==> config.mk <==
export PLATFORM = sky130hd
export DESIGN_NAME = grind_no_load_stop_controller
export DESIGN_NICKNAME = d
export VERILOG_FILES = /design/src/gnlsc_pkg.sv /design/src/grind_no_load_stop_controller.sv
export SDC_FILE = /design/constraint.sdc
export NUM_CORES = 1
export LEC_CHECK = 0
export BUFFER_PORTS_ARGS = -buffer_cell sky130_fd_sc_hd__buf_2
export CELL_PAD_IN_SITES_DETAIL_PLACEMENT = 0
export CELL_PAD_IN_SITES_GLOBAL_PLACEMENT = 1
export CORE_MARGIN = 1.5
export CORE_UTILIZATION = 52
export DETAILED_ROUTE_END_ITERATION = 12
export MAX_ROUTING_LAYER = met4
export PLACE_DENSITY_LB_ADDON = 0.1
export SLEW_MARGIN = 15
export SYNTH_ARGS = -nofsm -noshare
export SYNTH_HDL_FRONTEND = slang
export SYNTH_SLANG_ARGS = --single-unit
export TNS_END_PERCENT = 100
==> constraint.sdc <==
create_clock -name i_clk -period 17.61 [get_ports i_clk]
set_input_delay 0.8805 -clock i_clk [delete_from_list [all_inputs] [get_ports i_clk]]
set_output_delay 0.8805 -clock i_clk [all_outputs]
set_load 0.02 [all_outputs]
==> src/gnlsc_pkg.sv <==
// ----------------------------------------------------------------------------
// gnlsc_pkg
// Shared types and constants for the grind controller with no-load stop.
// ----------------------------------------------------------------------------
`default_nettype none

package gnlsc_pkg;

    // Register reset values
    localparam logic [7:0]  GRIND_PWM_RST      = 8'd200;
    localparam logic [11:0] IDLE_THRESHOLD_RST = 12'd50;
    localparam logic [7:0]  STABLE_NEEDED_RST  = 8'd5;
    localparam logic [15:0] CHECK_INTERVAL_RST = 16'd100;

    // Samples averaged per check (1..15)
    localparam int unsigned SAMPLES_PER_CHECK_DEF = 10;

    // Fixed-point shift for the divide-by-constant reciprocal; exact for
    // 16-bit sums and divisors below 16
    localparam int unsigned DIV_SHIFT = 20;

    localparam int unsigned CFG_DATA_W = 16;
    localparam int unsigned CFG_IDX_W  = 2;

    typedef enum logic [1:0] {
        MODE_IDLE  = 2'd0,
        MODE_GRIND = 2'd1,
        MODE_DONE  = 2'd2
    } t_mode;

    typedef enum logic [1:0] {
        FUNC_TICK   = 2'd0,
        FUNC_START  = 2'd1,
        FUNC_STOP   = 2'd2,
        FUNC_SAMPLE = 2'd3
    } t_func;

    typedef enum logic [2:0] {
        EV_NONE        = 3'd0,
        EV_STARTED     = 3'd1,
        EV_ALREADY     = 3'd2,
        EV_STOPPED     = 3'd3,
        EV_NOT_GRIND   = 3'd4,
        EV_TIMEOUT     = 3'd5,
        EV_NOLOAD_DONE = 3'd6,
        EV_CHECK_OPEN  = 3'd7
    } t_event;

    typedef enum logic [CFG_IDX_W-1:0] {
        CFG_GRIND_PWM      = 2'd0,
        CFG_IDLE_THRESHOLD = 2'd1,
        CFG_STABLE_NEEDED  = 2'd2,
        CFG_CHECK_INTERVAL = 2'd3
    } t_cfg_reg;

    typedef struct packed {
        logic [1:0]  func;
        logic [31:0] duration_ms;
        logic [11:0] current_sample;
    } t_in_item;

    typedef struct packed {
        logic [1:0]  mode;
        logic [7:0]  motor_duty;
        logic [2:0]  event_res;
        logic [7:0]  idle_count;
        logic [11:0] average_current;
    } t_out_item;

endpackage

`default_nettype wire

==> src/grind_no_load_stop_controller.sv <==
// An accepted result enters the result register, or the skid if the output
// stalls. Throughput: one transaction per cycle while input is ready; the whole
// state update is one combinational pass between the state registers and the
// result register. A two-entry output (result register plus skid) keeps input
// ready while one result waits. Reset (synchronous, active low) sets idle mode,
// clears all timers and counts, empties the output and loads register defaults.
// ----------------------------------------------------------------------------
// grind_no_load_stop_controller
// Grinding motor controller that stops on stop command, timeout or no load.
// ----------------------------------------------------------------------------
`default_nettype none

module grind_no_load_stop_controller #(
    parameter int unsigned SAMPLES_PER_CHECK = gnlsc_pkg::SAMPLES_PER_CHECK_DEF
) (
    input  wire                                  i_clk,
    input  wire                                  i_rst_n,
    // input channel
    input  wire                                  i_in_valid,
    output logic                                 o_in_ready,
    input  gnlsc_pkg::t_in_item                  i_in_data,
    // output channel
    output logic                                 o_out_valid,
    input  wire                                  i_out_ready,
    output gnlsc_pkg::t_out_item                 o_out_data,
    // configuration writes
    input  wire                                  i_cfg_we,
    input  wire [gnlsc_pkg::CFG_IDX_W-1:0]       i_cfg_index,
    input  wire [gnlsc_pkg::CFG_DATA_W-1:0]      i_cfg_data
);

    localparam int unsigned RECIP_W = gnlsc_pkg::DIV_SHIFT + 1;
    localparam int unsigned RECIP   =
        ((1 << gnlsc_pkg::DIV_SHIFT) + SAMPLES_PER_CHECK - 1) / SAMPLES_PER_CHECK;
    localparam int unsigned PROD_W  = 16 + RECIP_W;

    // Configuration registers
    logic [7:0]  r_grind_pwm;
    logic [11:0] r_idle_threshold;
    logic [7:0]  r_stable_needed;
    logic [15:0] r_check_interval;

    // Controller state
    gnlsc_pkg::t_mode r_mode, n_mode;
    logic [31:0] r_elapsed, n_elapsed;
    logic [31:0] r_limit, n_limit;
    logic [15:0] r_since_check, n_since_check;
    logic [15:0] r_sum, n_sum;
    logic [3:0]  r_taken, n_taken;
    logic        r_check_open, n_check_open;
    logic [7:0]  r_low_count, n_low_count;
    logic [11:0] r_last_avg, n_last_avg;
    gnlsc_pkg::t_event n_event;

    // Output staging
    logic                 r_out_valid, n_out_valid;
    logic                 r_skid_valid, n_skid_valid;
    gnlsc_pkg::t_out_item r_out_data, n_out_data;
    gnlsc_pkg::t_out_item r_skid_data, n_skid_data;
    gnlsc_pkg::t_out_item res;

    logic accept;
    logic pop;

    // Sample path helpers
    logic [15:0]       sum_add;
    logic [3:0]        taken_add;
    logic [PROD_W-1:0] avg_prod;
    logic [11:0]       avg;
    logic [7:0]        low_inc;

    assign o_in_ready  = !r_skid_valid;
    assign accept      = i_in_valid && o_in_ready;
    assign pop         = r_out_valid && i_out_ready;
    assign o_out_valid = r_out_valid;
    assign o_out_data  = r_out_data;

    // Average by reciprocal multiply: floor(sum / N), which fits the 12-bit result for any sum of N 12-bit samples
    assign sum_add   = r_sum + 16'(i_in_data.current_sample);
    assign taken_add = r_taken + 4'd1;
    assign avg_prod  = PROD_W'(sum_add) * PROD_W'(RECIP);
    assign avg       = avg_prod[gnlsc_pkg::DIV_SHIFT +: 12];
    assign low_inc   = (r_low_count == 8'hFF) ? r_low_count : r_low_count + 8'd1;

    // Next controller state
    always_comb begin
        n_mode        = r_mode;
        n_elapsed     = r_elapsed;
        n_limit       = r_limit;
        n_since_check = r_since_check;
        n_sum         = r_sum;
        n_taken       = r_taken;
        n_check_open  = r_check_open;
        n_low_count   = r_low_count;
        n_last_avg    = r_last_avg;
        n_event       = gnlsc_pkg::EV_NONE;
        if (accept) begin
            unique case (gnlsc_pkg::t_func'(i_in_data.func))
                gnlsc_pkg::FUNC_TICK: begin
                    if (r_since_check != 16'hFFFF) begin
                        n_since_check = r_since_check + 16'd1;
                    end
                    if (r_mode == gnlsc_pkg::MODE_GRIND) begin
                        if (r_elapsed != 32'hFFFF_FFFF) begin
                            n_elapsed = r_elapsed + 32'd1;
                        end
                        if (n_elapsed >= r_limit) begin
                            n_mode       = gnlsc_pkg::MODE_DONE;
                            n_check_open = 1'b0;
                            n_sum        = '0;
                            n_taken      = '0;
                            n_event      = gnlsc_pkg::EV_TIMEOUT;
                        end else if (!r_check_open && n_since_check >= r_check_interval) begin
                            n_since_check = '0;
                            n_check_open  = 1'b1;
                            n_sum         = '0;
                            n_taken       = '0;
                            n_event       = gnlsc_pkg::EV_CHECK_OPEN;
                        end
                    end
                end
                gnlsc_pkg::FUNC_START: begin
                    if (r_mode == gnlsc_pkg::MODE_GRIND) begin
                        n_event = gnlsc_pkg::EV_ALREADY;
                    end else begin
                        n_mode       = gnlsc_pkg::MODE_GRIND;
                        n_limit      = i_in_data.duration_ms;
                        n_elapsed    = '0;
                        n_low_count  = '0;
                        n_last_avg   = '0;
                        n_check_open = 1'b0;
                        n_sum        = '0;
                        n_taken      = '0;
                        n_event      = gnlsc_pkg::EV_STARTED;
                    end
                end
                gnlsc_pkg::FUNC_STOP: begin
                    if (r_mode == gnlsc_pkg::MODE_GRIND) begin
                        n_mode       = gnlsc_pkg::MODE_DONE;
                        n_check_open = 1'b0;
                        n_sum        = '0;
                        n_taken      = '0;
                        n_event      = gnlsc_pkg::EV_STOPPED;
                    end else begin
                        n_event = gnlsc_pkg::EV_NOT_GRIND;
                    end
                end
                gnlsc_pkg::FUNC_SAMPLE: begin
                    if (r_check_open && r_mode == gnlsc_pkg::MODE_GRIND) begin
                        n_sum   = sum_add;
                        n_taken = taken_add;
                        // check complete: update the no-load run
                        if (taken_add >= 4'(SAMPLES_PER_CHECK)) begin
                            n_last_avg   = avg;
                            n_check_open = 1'b0;
                            n_sum        = '0;
                            n_taken      = '0;
                            if (avg <= r_idle_threshold) begin
                                n_low_count = low_inc;
                                if (low_inc >= r_stable_needed) begin
                                    n_mode  = gnlsc_pkg::MODE_DONE;
                                    n_event = gnlsc_pkg::EV_NOLOAD_DONE;
                                end
                            end else begin
                                n_low_count = '0;
                            end
                        end
                    end
                end
                default: begin
                    n_event = gnlsc_pkg::EV_NONE;
                end
            endcase
        end
    end

    // Result fields from the updated state
    always_comb begin
        res.mode            = n_mode;
        res.motor_duty      = (n_mode == gnlsc_pkg::MODE_GRIND) ? r_grind_pwm : 8'd0;
        res.event_res       = n_event;
        res.idle_count      = n_low_count;
        res.average_current = n_last_avg;
    end

    // Output register and skid stage
    always_comb begin
        n_out_valid  = r_out_valid;
        n_out_data   = r_out_data;
        n_skid_valid = r_skid_valid;
        n_skid_data  = r_skid_data;
        if (!r_out_valid || pop) begin
            if (r_skid_valid) begin
                n_out_valid  = 1'b1;
                n_out_data   = r_skid_data;
                n_skid_valid = 1'b0;
            end else begin
                n_out_valid = accept;
                n_out_data  = res;
            end
        end else if (accept) begin
            n_skid_valid = 1'b1;
            n_skid_data  = res;
        end
    end

    // Control and state registers
    always_ff @(posedge i_clk) begin
        if (!i_rst_n) begin
            r_mode        <= gnlsc_pkg::MODE_IDLE;
            r_elapsed     <= '0;
            r_limit       <= '0;
            r_since_check <= '0;
            r_sum         <= '0;
            r_taken       <= '0;
            r_check_open  <= 1'b0;
            r_low_count   <= '0;
            r_last_avg    <= '0;
            r_out_valid   <= 1'b0;
            r_skid_valid  <= 1'b0;
        end else begin
            r_mode        <= n_mode;
            r_elapsed     <= n_elapsed;
            r_limit       <= n_limit;
            r_since_check <= n_since_check;
            r_sum         <= n_sum;
            r_taken       <= n_taken;
            r_check_open  <= n_check_open;
            r_low_count   <= n_low_count;
            r_last_avg    <= n_last_avg;
            r_out_valid   <= n_out_valid;
            r_skid_valid  <= n_skid_valid;
        end
    end

    // Payload registers
    always_ff @(posedge i_clk) begin
        r_out_data  <= n_out_data;
        r_skid_data <= n_skid_data;
    end

    // Configuration registers
    always_ff @(posedge i_clk) begin
        if (!i_rst_n) begin
            r_grind_pwm      <= gnlsc_pkg::GRIND_PWM_RST;
            r_idle_threshold <= gnlsc_pkg::IDLE_THRESHOLD_RST;
            r_stable_needed  <= gnlsc_pkg::STABLE_NEEDED_RST;
            r_check_interval <= gnlsc_pkg::CHECK_INTERVAL_RST;
        end else if (i_cfg_we) begin
            unique case (gnlsc_pkg::t_cfg_reg'(i_cfg_index))
                gnlsc_pkg::CFG_GRIND_PWM:      r_grind_pwm      <= i_cfg_data[7:0];
                gnlsc_pkg::CFG_IDLE_THRESHOLD: r_idle_threshold <= i_cfg_data[11:0];
                gnlsc_pkg::CFG_STABLE_NEEDED:  r_stable_needed  <= i_cfg_data[7:0];
                gnlsc_pkg::CFG_CHECK_INTERVAL: r_check_interval <= i_cfg_data[15:0];
                default: begin
                    r_grind_pwm <= r_grind_pwm;
                end
            endcase
        end
    end

    // Checks on internal consistency
    a_check_only_grinding: assert property (@(posedge i_clk) disable iff (!i_rst_n)
        r_check_open |-> r_mode == gnlsc_pkg::MODE_GRIND)
        else $error("check open outside grinding");

    a_taken_below_count: assert property (@(posedge i_clk) disable iff (!i_rst_n)
        r_taken < 4'(SAMPLES_PER_CHECK))
        else $error("sample count reached check size without closing");

    a_skid_behind_out: assert property (@(posedge i_clk) disable iff (!i_rst_n)
        r_skid_valid |-> r_out_valid)
        else $error("skid holds a result while output register is empty");

    a_duty_off_when_stopped: assert property (@(posedge i_clk) disable iff (!i_rst_n)
        (r_out_valid && r_out_data.mode != gnlsc_pkg::MODE_GRIND)
            |-> r_out_data.motor_duty == 8'd0)
        else $error("motor duty nonzero outside grinding");

    a_idle_count_cleared_on_start: assert property (@(posedge i_clk) disable iff (!i_rst_n)
        (accept && n_event == gnlsc_pkg::EV_STARTED)
            |=> (r_low_count == 8'd0 && r_mode == gnlsc_pkg::MODE_GRIND))
        else $error("start did not arm grinding with a cleared idle count");

endmodule

`default_nettype wire
==> flow_metrics.tcl <==
set metrics [dict create \
    nNetsFinal 2358 \
    ctsResizeCount 0 \
    grt.total_usage 0.251 \
    core_sq_um 32500 \
    synth_cell_types 78 \
    report.final.setup_viol 0 \
    grt_setup_unrepaired "no" \
    power_switching_uw 901 \
    drive_gt1_frac 0.111 \
    status "finished, final reports clean" \
    cp.arrival_ns 10.44 \
    placementRows 66 \
    grt-ovfl-total 0 \
    drt-total-wl_um 40700 \
    area_growth_pct 10.4 \
    fin_crit_sh 0.577 \
    clock-root-buffer "clkbuf_16" \
    avgViaCountPerCell 5.48 \
    startpoint_type "primary input" \
    drt_iter0_drc 795 \
    fillerInstances 3037 \
    synth_edf_count 66 \
    cp.required_ns 17.90 \
    grt_pass1_wl_um 66900 \
    hold_viol_final 0 \
    drt.antenna.violating_nets 0 \
    cts_tree "yes" \
    hold_class "reg -> reg" \
    syn-num-nets 2283 \
    slew_viol_final 0 \
    first_pass_iters 5 \
    postSynthCellCount 1923 \
    cp-end-kind "flip-flop" \
    multiInputGateArea_sq_um 10700 \
    start_util 0.529 \
    crit_fanout 16 \
    die_y_um 185 \
    clk_pin_slew_ns 0.06 \
    r2r_cells 34 \
    hpwl_um 31200 \
    p_int_mw 1.33 \
    swShare 0.404 \
    io_pins 104 \
    crit_path_top_delay_cell "fa_1" \
    yosys_most_used_dff "dfxtp_1" \
    grt_pass1_vias 12864 \
    fin_cells 2461 \
    netlist_area_sq_um 17200 \
    synth.top_cell.area_share 0.197 \
    clock_skew_ns 0.0135 \
    dp.cells 2411 \
    min_path_cells 2 \
    max_clock_freq_mhz 98.5 \
    grt_max_degree 87 \
    die_x_um 185 \
    antenna_found_initial 1 \
    ys_ff_latch 235 \
    h-tree-depth 1 \
    postCtsSetupBuffers 0 \
    synth_top_cell_by_area "dfxtp_1" \
    drv_cap 0 \
    clock_path_buffers 3 \
    p_total_mw 2.23 \
    p_leak_nw 8.69 \
    cts_buffers 27 \
    clock_latency_ns 0.54 \
    vias 13474 \
    gp_congestion 0.936 \
    dieArea_sq_um 34200 \
    placed_area_sq_um 18100 \
    combinationalPowerShare 0.494 \
    holdBufCountCts 0 \
    seqCellArea_sq_um 5370 \
    drc 0 \
    port_buffers 103 \
    cellPowerDensity_nw_per_um2 117 \
    yosysWarnings 0 \
    clockPowerShare 0.248 \
    clock-sinks 235 \
    slowest_delay_ns 0.54 \
    syn_area_per_cell_sq_um 8.95 \
    seq_power_share 0.259 \
    ys_seq_area_frac 0.312 \
    ys_async_sr_fraction 0 \
    fin_crit_ns 10.15 \
    path_class "in -> reg" \
    stdcell_area_sq_um 19000 \
    routedWlPerCell_um 16.5 \
    synthTopCellsByArea "dfxtp_1 20%, ha_1 15%, edfxtp_1 12%, fa_1 9.2%, nand2_1 5.5%" \
    worst_pin_slew_ns 1.18 \
    max-slew-margin-rel 0.217 \
    vdd_drop_max_mv 0.102 \
    tns_ns 0 \
]
## power by group through the flow
stage,Clock [mW],Sequential (mW),Combinational (mW)
floorplan,0,0.594,0.805
global placement,0,0.588,1.09
detailed placement,0,0.588,1.11
CTS,0.565,0.577,1.12
global route,0.588,0.578,1.26
finish,0.552,0.577,1.10
## layout make-up
| type | instances | share of cell area |
|---|---|---|
| Multi-Input combinational cell | 1380 | 0.562 |
| Clock buffer | 36 | 0.0405 |
| Sequential cell | 235 | 0.282 |
| Inverter | 233 | 0.0461 |
| Timing Repair Buffer | 121 | 0.0342 |
| Tap cell | 442 | 0.0291 |
| Clock inverter | 13 | 0.00560 |
| Antenna cell | 1 | 0.000132 |
## state kept, by name (all words and copies together), names as in the netlist
name,count
o_out_data,33
r_taken,4
r_check_open,1
r_skid_valid,1
r_limit,32
r_check_interval,16
r_low_count,8
r_sum,16
r_mode,2
r_grind_pwm,8
r_last_avg,12
o_out_valid,1
r_since_check,16
r_elapsed,32
r_idle_threshold,12
r_stable_needed,8
r_skid_data,33
## layout by cell type, fill, tap and decap left out, drive strengths merged, types with 25 or more instances in the layout
master,synthesis,layout
nor3,41,41
buf,11,121
ha,212,212
o21ai,63,63
and3,25,25
and2,38,38
nand2,255,255
a21oi,136,136
clkbuf,64,36
nor2,90,90
inv,233,234
nand3,60,60
nand4,25,25
dfxtp,169,169
mux2i,26,26
fa,79,79
xor2,28,28
edfxtp,66,66
xnor2,49,49
## path summary, 6_finish.rpt
kind	startpoint	end	slack (ns)
min	r_limit[27]	r_limit[27]	0.45
max	i_in_data[0]	o_out_data[28]	7.46
max reg2reg	r_sum[0]	o_out_data[28]	7.53
min reg2reg	r_limit[27]	r_limit[27]	0.45
## kinds of logic (layout without fill, tap and decap cells)
logic type	after synthesis	after routing	synth area share
other cells	0	1	0
flops	235	235	0.312
buf+inv	308	403	0.0692
compound gates	362	362	0.137
mux	47	47	0.0289
fa+ha+maj	291	291	0.246
simple gates	603	603	0.168
xor+xnor	77	77	0.0392
## through the flow
step | utilization | hold WS [ns] | setup WS [ns]
6_report | 0.584 | 0.452 | 7.46
4_1_cts | 0.584 | 0.454 | 7.52
3_3_place_gp | 0.557 | 0.443 | 7.17
5_1_grt | 0.584 | 0.469 | 6.87
3_5_place_dp | 0.557 | 0.447 | 6.96
2_1_floorplan | - | 0.436 | 8.34
## cell usage after synthesis (7+ instances only)
library cell  number
nand2_1          254
nor2_1            90
or3_1             15
or2_2              7
nor4_1             9
o211ai_1          15
nor3_1            36
nand2b_1          11
a22o_1            15
a21oi_1          136
fa_1              79
mux2i_1           26
o21ai_0           56
mux2_2            21
nor2b_1           12
edfxtp_1          66
ha_1             212
o21a_1            14
a211oi_1          13
and3_1            25
nand3_1           58
xor2_1            28
and2_1            38
a32o_1             8
xnor2_1           49
dfxtp_1          169
inv_1            232
clkbuf_1          63
a31oi_1           10
a41o_1             8
nand4_1           21
a21o_1            14
o31ai_1            7
## critical path: cells and delay by family
family                     cells  cell delay, ns
buffers and inverters          4            0.24
AOI/OAI and AO/OA             11            3.14
xor gates and xnor gates       2            0.70
and+or+nand+nor                8            1.56
adders and majority gates     10            3.90
## per-layer routing
layer,up-vias,GRT usage,share of wire
li1,6798,-,-
met1,6418,0.345,0.49
met2,216,0.400,0.46
met3,42,0.0277,0.033
met4,0,0.0504,0.018
met5,-,-,0
No activity file was read; power rests on OpenSTA's default activity.
